[config.mk]
export PLATFORM = sky130hd
export DESIGN_NAME = h264_nal_fua_fragmenter_core_flat
export DESIGN_NICKNAME = d
export VERILOG_FILES = /design/src/rtl/fua_pkg.sv /design/src/rtl/fua_ifs.sv /design/src/rtl/fua_front.sv /design/src/rtl/fua_queue.sv /design/src/rtl/fua_back.sv /design/src/rtl/h264_nal_fua_fragmenter_core.sv /design/src/flat_wrapper.sv
export SDC_FILE = /design/constraint.sdc
export NUM_CORES = 1
export LEC_CHECK = 0
export BUFFER_PORTS_ARGS = -buffer_cell sky130_fd_sc_hd__buf_4
export CORE_ASPECT_RATIO = 1.1
export CORE_UTILIZATION = 43
export CTS_CLUSTER_DIAMETER = 200
export DETAILED_ROUTE_END_ITERATION = 8
export PLACE_DENSITY = 0.59
export SETUP_SLACK_MARGIN = 0.15
export SYNTH_ARGS = -nofsm -noshare
export SYNTH_HDL_FRONTEND = slang
export SYNTH_SLANG_ARGS = --single-unit
[constraint.sdc]
create_clock -name clk_i -period 15.4 [get_ports clk_i]
set_input_delay 1.54 -clock clk_i [delete_from_list [all_inputs] [get_ports clk_i]]
set_output_delay 1.54 -clock clk_i [all_outputs]
set_load 0.05 [all_outputs]
[src/rtl/fua_pkg.sv]
// shared types, constants and defaults of the fu-a fragmenter
package fua_pkg;

  localparam int unsigned LEN_BITS_DEF   = 20;
  localparam int unsigned CHUNK_BITS_DEF = 16;
  localparam int unsigned CFG_W          = 16;
  localparam int unsigned QUEUE_DEPTH    = 4;
  localparam int unsigned QPTR_W         = $clog2(QUEUE_DEPTH);
  localparam int unsigned POS_W          = 3;

  localparam logic [CFG_W-1:0] MAX_PAYLOAD_RST = 16'd1024;
  localparam logic [4:0]       FU_A_TYPE       = 5'd28;
  localparam logic [7:0]       FU_START_BIT    = 8'h80;
  localparam logic [7:0]       FU_END_BIT      = 8'h40;
  localparam logic [POS_W-1:0] POS_START_LAST  = 3'd3;
  localparam logic [POS_W-1:0] POS_NAL_HDR     = 3'd4;
  localparam logic [POS_W-1:0] POS_SAT         = 3'd5;
  localparam logic [7:0]       START_LAST_BYTE = 8'h01;
  localparam int unsigned      MIN_PKT_LEN     = 5;

  typedef struct packed {
    logic [7:0] data_byte;
    logic       is_data;
    logic       dg_start;
    logic       dg_end;
    logic       pfx_err;
  } res_t;

  // one request's worth of results, cnt of them valid
  typedef struct packed {
    logic [1:0]      cnt;
    res_t [2:0]      res;
  } cmd_t;

  typedef struct packed {
    logic full;
    logic empty;
  } q_stat_t;

  localparam res_t ERR_RES = '{data_byte: 8'h00, is_data: 1'b0, dg_start: 1'b0,
                               dg_end: 1'b0, pfx_err: 1'b1};

endpackage

[src/rtl/fua_ifs.sv]
// packet byte and datagram byte channel interfaces
interface fua_pkt_if #(
  parameter int unsigned LEN_BITS = fua_pkg::LEN_BITS_DEF
);
  logic                valid;
  logic                ready;
  logic [7:0]          byte_value;
  logic                first_byte;
  logic [LEN_BITS-1:0] packet_length;

  modport source (output valid, byte_value, first_byte, packet_length, input ready);
  modport sink   (input valid, byte_value, first_byte, packet_length, output ready);
endinterface

interface fua_dgram_if;
  logic       valid;
  logic       ready;
  logic [7:0] out_byte;
  logic       is_data;
  logic       datagram_start;
  logic       datagram_end;
  logic       prefix_error;
  logic       last_of_item;

  modport source (output valid, out_byte, is_data, datagram_start, datagram_end,
                  prefix_error, last_of_item, input ready);
  modport sink   (input valid, out_byte, is_data, datagram_start, datagram_end,
                  prefix_error, last_of_item, output ready);
endinterface

[src/rtl/fua_front.sv]
// front end: start code check, length tracking and fragment decisions per byte
module fua_front #(
  parameter int unsigned LEN_BITS   = fua_pkg::LEN_BITS_DEF,
  parameter int unsigned CHUNK_BITS = fua_pkg::CHUNK_BITS_DEF
) (
  input  logic                      clk_i,
  input  logic                      rst_ni,
  fua_pkt_if.sink                   pkt_i,
  input  logic                      cfg_we_i,
  input  logic [fua_pkg::CFG_W-1:0] cfg_wdata_i,
  input  fua_pkg::q_stat_t          q_stat_i,
  output logic                      push_o,
  output fua_pkg::cmd_t             cmd_o
);

  localparam int unsigned W    = (LEN_BITS > CHUNK_BITS) ? LEN_BITS : CHUNK_BITS;
  localparam int unsigned MAXW = (fua_pkg::CFG_W > CHUNK_BITS) ? fua_pkg::CFG_W : CHUNK_BITS;

  logic [fua_pkg::CFG_W-1:0] max_q;
  logic [LEN_BITS-1:0]       rem_q, rem_d;
  logic [fua_pkg::POS_W-1:0] pos_q, pos_d;
  logic [CHUNK_BITS-1:0]     chunk_q, chunk_d;
  logic                      pok_q, pok_d;
  logic                      frag_q, frag_d;
  logic [2:0]                nri_q, nri_d;
  logic [4:0]                typ_q, typ_d;

  logic [MAXW-1:0]       m_w;
  logic [CHUNK_BITS-1:0] eff;
  logic                  accept;
  fua_pkg::cmd_t         cmd;

  // effective chunk limit
  always_comb begin
    m_w = MAXW'(max_q);
    if (max_q == '0) begin
      m_w = MAXW'(1);
    end
    if (m_w > MAXW'((1 << CHUNK_BITS) - 1)) begin
      m_w = MAXW'((1 << CHUNK_BITS) - 1);
    end
    eff = m_w[CHUNK_BITS-1:0];
  end

  assign pkt_i.ready = !q_stat_i.full;
  assign accept      = pkt_i.valid && pkt_i.ready;

  always_comb begin
    logic [7:0]            b;
    logic [LEN_BITS-1:0]   rem_cur;
    logic [LEN_BITS-1:0]   rem_dec;
    logic [fua_pkg::POS_W-1:0] pos_cur;
    logic [7:0]            ind;
    logic                  last;
    logic [W-1:0]          rem_w;
    logic [CHUNK_BITS-1:0] c;

    b       = pkt_i.byte_value;
    rem_d   = rem_q;
    pos_d   = pos_q;
    pok_d   = pok_q;
    frag_d  = frag_q;
    chunk_d = chunk_q;
    nri_d   = nri_q;
    typ_d   = typ_q;
    cmd     = '0;
    ind     = {nri_q, fua_pkg::FU_A_TYPE};
    rem_cur = '0;
    rem_dec = '0;
    pos_cur = '0;
    last    = 1'b0;
    rem_w   = '0;
    c       = '0;

    if (pkt_i.first_byte && (W'(pkt_i.packet_length) < W'(fua_pkg::MIN_PKT_LEN))) begin
      rem_d      = '0;
      cmd.cnt    = 2'd1;
      cmd.res[0] = fua_pkg::ERR_RES;
    end else begin
      if (pkt_i.first_byte) begin
        rem_d   = pkt_i.packet_length;
        pos_d   = '0;
        pok_d   = 1'b1;
        frag_d  = 1'b0;
        chunk_d = '0;
      end
      if (rem_d != '0) begin
        rem_cur = rem_d;
        rem_dec = rem_cur - LEN_BITS'(1);
        rem_d   = rem_dec;
        pos_cur = pos_d;
        if (pos_cur < fua_pkg::POS_SAT) begin
          pos_d = pos_cur + fua_pkg::POS_W'(1);
        end
        if (pos_cur < fua_pkg::POS_START_LAST) begin
          if (b != 8'h00) begin
            pok_d = 1'b0;
          end
        end else if (pos_cur == fua_pkg::POS_START_LAST) begin
          if (b != fua_pkg::START_LAST_BYTE) begin
            pok_d = 1'b0;
          end
          if (!pok_d) begin
            rem_d      = '0;
            cmd.cnt    = 2'd1;
            cmd.res[0] = fua_pkg::ERR_RES;
          end else begin
            frag_d = W'(rem_dec) > W'(eff);
          end
        end else if (pos_cur == fua_pkg::POS_NAL_HDR) begin
          nri_d = b[7:5];
          typ_d = b[4:0];
          if (frag_d) begin
            c          = eff - CHUNK_BITS'(1);
            chunk_d    = c;
            cmd.cnt    = 2'd2;
            cmd.res[0] = '{data_byte: {b[7:5], fua_pkg::FU_A_TYPE}, is_data: 1'b1,
                           dg_start: 1'b1, dg_end: 1'b0, pfx_err: 1'b0};
            cmd.res[1] = '{data_byte: fua_pkg::FU_START_BIT | {3'b000, b[4:0]},
                           is_data: 1'b1, dg_start: 1'b0, dg_end: (c == '0),
                           pfx_err: 1'b0};
          end else begin
            cmd.cnt    = 2'd1;
            cmd.res[0] = '{data_byte: b, is_data: 1'b1, dg_start: 1'b1,
                           dg_end: (rem_dec == '0), pfx_err: 1'b0};
          end
        end else if (frag_d) begin
          if (chunk_d == '0) begin
            rem_w      = W'(rem_cur);
            last       = rem_w <= W'(eff);
            c          = last ? rem_w[CHUNK_BITS-1:0] : eff;
            c          = c - CHUNK_BITS'(1);
            cmd.cnt    = 2'd3;
            cmd.res[0] = '{data_byte: ind, is_data: 1'b1, dg_start: 1'b1,
                           dg_end: 1'b0, pfx_err: 1'b0};
            cmd.res[1] = '{data_byte: {3'b000, typ_q} | (last ? fua_pkg::FU_END_BIT : 8'h00),
                           is_data: 1'b1, dg_start: 1'b0, dg_end: 1'b0, pfx_err: 1'b0};
            cmd.res[2] = '{data_byte: b, is_data: 1'b1, dg_start: 1'b0,
                           dg_end: (c == '0), pfx_err: 1'b0};
          end else begin
            c          = chunk_d - CHUNK_BITS'(1);
            cmd.cnt    = 2'd1;
            cmd.res[0] = '{data_byte: b, is_data: 1'b1, dg_start: 1'b0,
                           dg_end: (c == '0), pfx_err: 1'b0};
          end
          chunk_d = c;
        end else begin
          cmd.cnt    = 2'd1;
          cmd.res[0] = '{data_byte: b, is_data: 1'b1, dg_start: 1'b0,
                         dg_end: (rem_dec == '0), pfx_err: 1'b0};
        end
      end
    end
  end

  assign push_o = accept && (cmd.cnt != 2'd0);
  assign cmd_o  = cmd;

  always_ff @(posedge clk_i or negedge rst_ni) begin
    if (!rst_ni) begin
      max_q   <= fua_pkg::MAX_PAYLOAD_RST;
      rem_q   <= '0;
      pos_q   <= '0;
      chunk_q <= '0;
      pok_q   <= 1'b1;
      frag_q  <= 1'b0;
      nri_q   <= '0;
      typ_q   <= '0;
    end else begin
      if (cfg_we_i) begin
        max_q <= cfg_wdata_i;
      end
      if (accept) begin
        rem_q   <= rem_d;
        pos_q   <= pos_d;
        chunk_q <= chunk_d;
        pok_q   <= pok_d;
        frag_q  <= frag_d;
        nri_q   <= nri_d;
        typ_q   <= typ_d;
      end
    end
  end

endmodule

[src/rtl/fua_queue.sv]
// short command queue between front and back end
module fua_queue (
  input  logic             clk_i,
  input  logic             rst_ni,
  input  logic             push_i,
  input  fua_pkg::cmd_t    cmd_i,
  input  logic             pop_i,
  output fua_pkg::cmd_t    head_o,
  output fua_pkg::q_stat_t stat_o
);

  localparam int unsigned CNT_W = $clog2(fua_pkg::QUEUE_DEPTH + 1);

  fua_pkg::cmd_t               mem_q [fua_pkg::QUEUE_DEPTH];
  logic [fua_pkg::QPTR_W-1:0]  wr_q, wr_d, rd_q, rd_d;
  logic [CNT_W-1:0]            cnt_q, cnt_d;

  always_comb begin
    wr_d  = wr_q;
    rd_d  = rd_q;
    cnt_d = cnt_q;
    if (push_i) begin
      wr_d = (wr_q == fua_pkg::QPTR_W'(fua_pkg::QUEUE_DEPTH - 1)) ? '0
             : wr_q + fua_pkg::QPTR_W'(1);
    end
    if (pop_i) begin
      rd_d = (rd_q == fua_pkg::QPTR_W'(fua_pkg::QUEUE_DEPTH - 1)) ? '0
             : rd_q + fua_pkg::QPTR_W'(1);
    end
    if (push_i && !pop_i) begin
      cnt_d = cnt_q + CNT_W'(1);
    end else if (pop_i && !push_i) begin
      cnt_d = cnt_q - CNT_W'(1);
    end
  end

  always_ff @(posedge clk_i) begin
    if (push_i) begin
      mem_q[wr_q] <= cmd_i;
    end
  end

  always_ff @(posedge clk_i or negedge rst_ni) begin
    if (!rst_ni) begin
      wr_q  <= '0;
      rd_q  <= '0;
      cnt_q <= '0;
    end else begin
      wr_q  <= wr_d;
      rd_q  <= rd_d;
      cnt_q <= cnt_d;
    end
  end

  assign head_o       = mem_q[rd_q];
  assign stat_o.full  = (cnt_q == CNT_W'(fua_pkg::QUEUE_DEPTH));
  assign stat_o.empty = (cnt_q == '0);

endmodule

[src/rtl/fua_back.sv]
// back end: expands queued commands into datagram bytes through an output register
module fua_back (
  input  logic             clk_i,
  input  logic             rst_ni,
  input  fua_pkg::cmd_t    head_i,
  input  fua_pkg::q_stat_t q_stat_i,
  output logic             pop_o,
  fua_dgram_if.source      dgram_o
);

  logic [1:0]    idx_q;
  logic          vld_q;
  fua_pkg::res_t res_q;
  logic          last_q;
  logic          load;
  logic          is_last;

  assign load    = !q_stat_i.empty && (!vld_q || dgram_o.ready);
  assign is_last = (idx_q == head_i.cnt - 2'd1);
  assign pop_o   = load && is_last;

  always_ff @(posedge clk_i or negedge rst_ni) begin
    if (!rst_ni) begin
      vld_q <= 1'b0;
      idx_q <= '0;
    end else begin
      if (load) begin
        vld_q <= 1'b1;
        idx_q <= is_last ? 2'd0 : idx_q + 2'd1;
      end else if (dgram_o.ready) begin
        vld_q <= 1'b0;
      end
    end
  end

  always_ff @(posedge clk_i) begin
    if (load) begin
      res_q  <= head_i.res[idx_q];
      last_q <= is_last;
    end
  end

  assign dgram_o.valid          = vld_q;
  assign dgram_o.out_byte       = res_q.data_byte;
  assign dgram_o.is_data        = res_q.is_data;
  assign dgram_o.datagram_start = res_q.dg_start;
  assign dgram_o.datagram_end   = res_q.dg_end;
  assign dgram_o.prefix_error   = res_q.pfx_err;
  assign dgram_o.last_of_item   = last_q;

endmodule

[src/rtl/h264_nal_fua_fragmenter_core.sv]
// top level of the h.264 fu-a fragmenter
// Takes one packet byte per cycle while the queue has room and gives one
// datagram byte per cycle while the sink is ready. Each accepted byte is checked
// and classified combinationally and leaves 0 to 3 results in a four-entry
// command queue; the output stage drains that queue one result per cycle while
// the sink is ready, so a byte that opens a new fragment (indicator, FU header
// and data) costs three output bytes and the queue absorbs the burst. Sustained
// input rate is one byte per cycle while the output side keeps up.
module h264_nal_fua_fragmenter_core #(
  parameter int unsigned LEN_BITS   = fua_pkg::LEN_BITS_DEF,
  parameter int unsigned CHUNK_BITS = fua_pkg::CHUNK_BITS_DEF
) (
  input  logic                      clk_i,
  input  logic                      rst_ni,
  fua_pkt_if.sink                   pkt_i,
  fua_dgram_if.source               dgram_o,
  input  logic                      cfg_we_i,
  input  logic [fua_pkg::CFG_W-1:0] cfg_wdata_i
);

  logic             push;
  logic             pop;
  fua_pkg::cmd_t    cmd;
  fua_pkg::cmd_t    head;
  fua_pkg::q_stat_t q_stat;

  fua_front #(
    .LEN_BITS   (LEN_BITS),
    .CHUNK_BITS (CHUNK_BITS)
  ) u_front (
    .clk_i       (clk_i),
    .rst_ni      (rst_ni),
    .pkt_i       (pkt_i),
    .cfg_we_i    (cfg_we_i),
    .cfg_wdata_i (cfg_wdata_i),
    .q_stat_i    (q_stat),
    .push_o      (push),
    .cmd_o       (cmd)
  );

  fua_queue u_queue (
    .clk_i  (clk_i),
    .rst_ni (rst_ni),
    .push_i (push),
    .cmd_i  (cmd),
    .pop_i  (pop),
    .head_o (head),
    .stat_o (q_stat)
  );

  fua_back u_back (
    .clk_i    (clk_i),
    .rst_ni   (rst_ni),
    .head_i   (head),
    .q_stat_i (q_stat),
    .pop_o    (pop),
    .dgram_o  (dgram_o)
  );

  // an error marker is a lone result with no datagram flags
  a_err_marker: assert property (@(posedge clk_i) disable iff (!rst_ni)
    (dgram_o.valid && !dgram_o.is_data) |->
      (dgram_o.prefix_error && dgram_o.last_of_item &&
       !dgram_o.datagram_start && !dgram_o.datagram_end))
    else $error("malformed error marker");

  // no request is written into a full queue
  a_no_overflow: assert property (@(posedge clk_i) disable iff (!rst_ni)
    push |-> !q_stat.full)
    else $error("queue overflow");

  // a short packet start always yields a command
  a_short_pkt: assert property (@(posedge clk_i) disable iff (!rst_ni)
    (pkt_i.valid && pkt_i.ready && pkt_i.first_byte &&
     (pkt_i.packet_length < LEN_BITS'(fua_pkg::MIN_PKT_LEN))) |-> push)
    else $error("short packet without error marker");

  // the queue never pops while empty
  a_no_underflow: assert property (@(posedge clk_i) disable iff (!rst_ni)
    pop |-> !q_stat.empty)
    else $error("queue underflow");

endmodule

[src/flat_wrapper.sv]
// flat-port wrapper written by rule: the top's interface ports become plain ports
module h264_nal_fua_fragmenter_core_flat 
#(
  parameter int unsigned LEN_BITS   = fua_pkg::LEN_BITS_DEF,
  parameter int unsigned CHUNK_BITS = fua_pkg::CHUNK_BITS_DEF
)
  (clk_i, rst_ni, cfg_we_i, cfg_wdata_i, pkt_i_valid, pkt_i_byte_value, pkt_i_first_byte, pkt_i_packet_length, pkt_i_ready, dgram_o_valid, dgram_o_out_byte, dgram_o_is_data, dgram_o_datagram_start, dgram_o_datagram_end, dgram_o_prefix_error, dgram_o_last_of_item, dgram_o_ready);
  fua_pkt_if #(.LEN_BITS(LEN_BITS)) pkt_i_i ();
  fua_dgram_if dgram_o_i ();
  input  logic clk_i;
  input  logic rst_ni;
  input  logic cfg_we_i;
  input  logic [fua_pkg::CFG_W-1:0] cfg_wdata_i;
  input wire logic [$bits(pkt_i_i.valid)-1:0] pkt_i_valid;
  input wire logic [$bits(pkt_i_i.byte_value)-1:0] pkt_i_byte_value;
  input wire logic [$bits(pkt_i_i.first_byte)-1:0] pkt_i_first_byte;
  input wire logic [$bits(pkt_i_i.packet_length)-1:0] pkt_i_packet_length;
  output wire logic [$bits(pkt_i_i.ready)-1:0] pkt_i_ready;
  output wire logic [$bits(dgram_o_i.valid)-1:0] dgram_o_valid;
  output wire logic [$bits(dgram_o_i.out_byte)-1:0] dgram_o_out_byte;
  output wire logic [$bits(dgram_o_i.is_data)-1:0] dgram_o_is_data;
  output wire logic [$bits(dgram_o_i.datagram_start)-1:0] dgram_o_datagram_start;
  output wire logic [$bits(dgram_o_i.datagram_end)-1:0] dgram_o_datagram_end;
  output wire logic [$bits(dgram_o_i.prefix_error)-1:0] dgram_o_prefix_error;
  output wire logic [$bits(dgram_o_i.last_of_item)-1:0] dgram_o_last_of_item;
  input wire logic [$bits(dgram_o_i.ready)-1:0] dgram_o_ready;
  assign pkt_i_i.valid = pkt_i_valid;
  assign pkt_i_i.byte_value = pkt_i_byte_value;
  assign pkt_i_i.first_byte = pkt_i_first_byte;
  assign pkt_i_i.packet_length = pkt_i_packet_length;
  assign pkt_i_ready = pkt_i_i.ready;
  assign dgram_o_valid = dgram_o_i.valid;
  assign dgram_o_out_byte = dgram_o_i.out_byte;
  assign dgram_o_is_data = dgram_o_i.is_data;
  assign dgram_o_datagram_start = dgram_o_i.datagram_start;
  assign dgram_o_datagram_end = dgram_o_i.datagram_end;
  assign dgram_o_prefix_error = dgram_o_i.prefix_error;
  assign dgram_o_last_of_item = dgram_o_i.last_of_item;
  assign dgram_o_i.ready = dgram_o_ready;
  h264_nal_fua_fragmenter_core #(.LEN_BITS(LEN_BITS), .CHUNK_BITS(CHUNK_BITS)) u_core (.clk_i(clk_i), .rst_ni(rst_ni), .pkt_i(pkt_i_i), .dgram_o(dgram_o_i), .cfg_we_i(cfg_we_i), .cfg_wdata_i(cfg_wdata_i));
endmodule
# == After elaboration in Yosys (flattened, before gate mapping) ==
# Memories as Yosys holds them, arrays and structs flattened.
# Index checks and enable logic that the tools add are counted.
# totals
output_inout_bits,15
memories,1
rom_bits,0
inputBits,50
ram_bits,152
latchBits,0
regBits,88
# memory_table
name,depth,width,rd,rd_clocked_by_memory_dff,wr,line_no,text
u_core.u_queue.mem_q,4,38,1,0,1,fua_queue.sv:14,fua_pkg::cmd_t mem_q [fua_pkg::QUEUE_DEPTH];
# classes
n_div,0
multipliers,0
addsub,11
eq_ne,7
n_reduce_logical,27
muxes,73
magnitude_cmp,7
shift,0
bitwise_logic,4
# op_table
operator,n
16-bit 2-to-1 mux,12
20-bit 2-to-1 mux,7
24-bit 2-to-1 mux,5
12-bit 2-to-1 mux,7
16-bit logical NOT,5
38-bit 2-to-1 mux,2
16-bit by 1-bit subtractor with 16-bit output (second input constant),3
12-bit binary-select mux with 2-bit select,1
1-bit 2-to-1 mux,22
20-bit by 16-bit greater-than comparator with 1-bit output,1
20-bit by 16-bit <= comparator with 1-bit output,1
20-bit logical NOT,1
20-bit by 3-bit < comparator with 1-bit output (second input constant),1
20-bit nonzero test,1
20-bit by 1-bit subtractor with 20-bit output (second input constant),1
2-bit 2-to-1 mux,9
3-bit 2-to-1 mux,6
16-bit greater-than comparator (second input constant),1
9-bit 2-to-1 mux,1
8-bit by 1-bit inequality test with 1-bit output (second input constant),1
8-bit nonzero test,1
1-bit logical AND,7
7-bit 2-to-1 mux,1
5-bit by 7-bit OR with 7-bit output,1
other kinds (18),31

# == Longest topological paths before layout ==
# logic_depth
depth_word,21
ltp_mapped,24

# == Cells and area by module ==
# A second synthesis with hierarchy kept.
# unflattened
cells_unflattened,1065
area_unflattened_um2,12957.4
# modules_own_cells
module,n_inst,area_per_inst_um2,cells_per_inst
fua_front,1,6155.9,756
fua_queue,1,5945.7,236
fua_back,1,855.8,73

# == Least setup slack after synthesis ==
# Ideal clock, no wire load.
# synth_timing
path_type,input to register
startpoint,input port pkt_i_first_byte
endpoint,memory u_core.u_queue.mem_q[0][25] (netlist bit) (data pin)
slack_ps,8397
cell_stages,24
arrival_time_ps,6773
path_cell_list,buf_6 > buf_12 > buf_2 > buf_1 > clkbuf_1 > buf_1 > mux2_2 > ha_1 > a21oi_1 > o21ai_0 > a211o_4 > nand2_4 > buf_12 > buf_2 > nor2_1 > a21oi_1 > ha_1 > clkbuf_1 > nand4_1 > xnor2_1 > nand4_1 > or4b_1 > o31a_1 > a2111oi_2
# synth_rtl
item,line_no,text
from (decl),flat_wrapper.sv:16,input wire logic [$bits(pkt_i_i.first_byte)-1:0] pkt_i_first_byte;
to (decl),fua_queue.sv:14,

==> metrics.cfg <==
[outcome]
status=finished, final reports clean

[power_and_ir_drop]
combPwrFrac_pct=36.8
power.switching_uw=781
leakage_nw=5.23
pwr_density_cell_mw_per_mm2=159
ir_drop_mv=0.109
pwr-share-seq_pct=37.6
swShare_pct=36.1
internal_power_mw=1.38
clkPwrFrac_pct=25.6

[cells_and_area]
regArea_mm2=0.00611
fill_cells=2475
nNetsFinal=1193
areaGrowthSynthToFinish_pct=13.4
multiInputGateArea_mm2=0.00541
drive_gt1_share_pct=16.9
n_antenna_cell=0

[clocking]
postCtsSetupBuffers=0
cts_tree=built
postCtsResizedCells=0
clkLatencyLatePin_ns=0.51
cts_max_path_buffers=3
clock_sinks=216
cts_hold_buf=0
clk_pin_slew_ns=0.06
cts_max_level=1
root_buffer=clkbuf_16
cts_buffers=23

[yosys]
synth_xor_area_share_pct=3.74
synth-main-ff-cell=edfxtp_1
syn_nets=1130
synth.most_common_cell=edfxtp_1
synth_top_area_share_pct=35.4
syn_area_mm2=0.0119
synthCells=1030
yosysWarnings=0
synth_area_leaders=edfxtp_1 (35%), dfrtp_1 (15%), mux4_2 (6.0%)
yosys.area.top_type=edfxtp_1
yosys.area_share.adder_pct=5.30
ys_ff_latch=216
synth-edff-count=141
synth-compound-area-share_pct=11.7
synth_cell_types=77
synth_top_family_by_area=simple AND/OR/NAND/NOR gates
synth-simple-area-share_pct=13.2
synth_mux_area_share_pct=11.3
synth-seq-area-share_pct=51.2
synthArstFlopShare_pct=34.7
syn_area_per_cell_um2=11.6
netlist_top_cells_count=edfxtp_1 (141), nand2_1 (88), dfrtp_1 (73)

[grt]
gr-total-overflow=0
antenna_found_initial=0
grt_pass1_vias=8562
grt_max_degree=76
grt_pass1_wl_um=49700
grt_usage_pct=22.9

[setup_path]
max_stage_delay_ns=0.58
startpoint=pkt_i_first_byte
cpMostUsedCell=nand4_1
cp.arrival_ns=7.06
worst_path_dominant_cell_family=simple AND/OR/NAND/NOR gates
worst_setup_path_start_kind=primary input
r2r-start=u_core.u_front.max_q[3]
crit_required_ns=15.61
path_cells=buf_4 -> mux2i_1 -> inv_1 -> ha_1 -> nand4_1 -> nor4_1 -> nand3_1 -> nand2_4 -> nor2_1 -> a21oi_1 -> ha_1 -> nand4_1 -> xnor2_1 -> nand4_1 -> or4b_1 -> o31a_1 -> a2111oi_2
path_max_fanout=65
critPathSlowestCell=buf_4
reg2reg_to=u_core.u_queue.mem_q[1][25]
crit_path_end_kind=register
cp_num_buf_inv=2
r2r_setup_slack_ns=9.64
crit_type=in2reg
r2r_cells=17

[routing]
drtIter0Drc=606
avgViaCountPerCell=5.85
vias=8583
route.detailed.drc=0
dr.pass1.iters=7
post_drt_wl_per_cell_um=21.7
antenna_left=0
routed_wl_um=31900

[floorplan]
fp-row-count=63
die-area_mm2=0.0285
die_h_um=177
start_util_pct=44.1
pin_count=65
core-area_mm2=0.0271
dieWidth_um=161

[sta]
rsz0062_at_grt=no
finalMaxSlewViolations=0
setup_tns_ns=0
max_slew_margin_pct=31.0
finalSetupViolations=0
finalCriticalPeriod_ns=6.84
worstMarginPinSlew_ns=1.03
fin_crit_sh_pct=44.4
clock.fmax_ghz=0.146
hold_viol_final=0
whs_ns=0.483
final.setup_skew_ns=0.0146

[hold_path]
hold_start=u_core.u_front.pok_q
hold_class=reg2reg
worstHoldEndpoint=u_core.u_front.pok_q
hold_path_depth=2

[placement]
hpwl_um=22400
port_buffers=64
place.gp.congestion=0.918

[job]
drv_cap=0

[layout by cell type, fill, tap and decap left out, types with 5 or more instances in the layout]
master,n
and3_1,12
a22o_1,23
inv_1,61
o22ai_1,13
or4_1,5
ha_1,49
a211oi_1,5
mux4_2,32
o21a_1,7
and2_1,11
dfrtp_1,72
clkbuf_16,23
a22oi_1,6
edfxtp_1,141
nand2_1,88
a21o_1,6
mux2i_1,40
or3_1,8
nor4_1,16
nor3_1,33
a31oi_1,8
buf_4,79
a21oi_1,37
nor2_1,62
nor3b_1,10
mux2_2,19
xnor2_1,48
o21ai_0,62
nand4_1,12
nand3_1,22
nand2b_1,6
[worst max-delay path by stage]
stage / endpoint / slack (ns) / cells past startpoint
global route: u_core.u_queue.mem_q[1][25] / 8.11 / 17
CTS: u_core.u_queue.mem_q[0][25] / 8.66 / 17
global placement: u_core.u_queue.mem_q[0][25] / 8.40 / 17
finish: u_core.u_queue.mem_q[1][25] / 8.56 / 17
floorplan: u_core.u_queue.mem_q[0][25] / 8.40 / 24
detailed placement: u_core.u_queue.mem_q[1][25] / 8.13 / 17
[state kept, by name (all words and copies together), names as in the netlist, 2 cells and up]
signal	cells
u_core.u_front.rem_q	20
u_core.u_queue.wr_q	2
u_core.u_back.dgram_o.out_byte	8
u_core.u_front.typ_q	5
u_core.u_back.idx_q	2
u_core.u_front.chunk_q	16
u_core.u_front.nri_q	3
u_core.u_queue.mem_q	128
u_core.u_queue.rd_q	2
u_core.u_front.max_q	16
u_core.u_front.pos_q	3
u_core.u_queue.cnt_q	3
[per-stage QoR]
step           instance area (um^2)  total power, mW  setup slack, ns  std cells  utilization, %
2_1_floorplan                 11900             1.38             8.40       1030               -
3_3_place_gp                  12800             1.61             8.40       1425            47.2
3_5_place_dp                  12800             1.62             8.13       1425            47.2
4_1_cts                       13600             2.18             8.66       1466            50.0
5_1_grt                       13600             2.29             8.11       1466            50.0
6_report                      13600             2.16             8.56       1466            50.0
[power groups by stage]
stage	Clock [mW]	Combinational, mW	Sequential [mW]
after floorplan	0	0.519	0.862
after global placement	0	0.789	0.822
after detailed placement	0	0.798	0.823
after CTS	0.569	0.802	0.812
after global routing	0.591	0.870	0.824
final	0.554	0.795	0.812
[tightest hold or removal path: stages, from the launching register on]
cell     delay [ns]
dfstp_2        0.37
inv_1          0.05
a22oi_1        0.06
[cell type report]
cell class	instances	share of cell area (%)
sequential	216	45.1
multi-input combinational	711	39.9
timing repair buffer	79	4.38
clock buffer	27	4.36
tap	357	3.30
inverter	62	1.72
clock inverter	14	1.18
[cell families (layout without fill, tap and decap cells)]
kind of cell | after synthesis | count (layout)
simple gates | 307 | 307
flops | 216 | 216
compound gates | 211 | 211
buf+inv | 103 | 182
mux | 92 | 92
xor+xnor | 51 | 51
fa+ha+maj | 50 | 50
[routing by layer]
metal / GRT usage [%] / share of wire, % / vias to the layer above
met2: 40.6 / 50 / 295
met1: 28.7 / 41 / 4205
met4: 7.04 / 3.0 / 0
met3: 3.30 / 5.5 / 60
met5: 0 / 0 / -
li1: - / - / 4023
No activity file was read; power rests on OpenSTA's default activity.
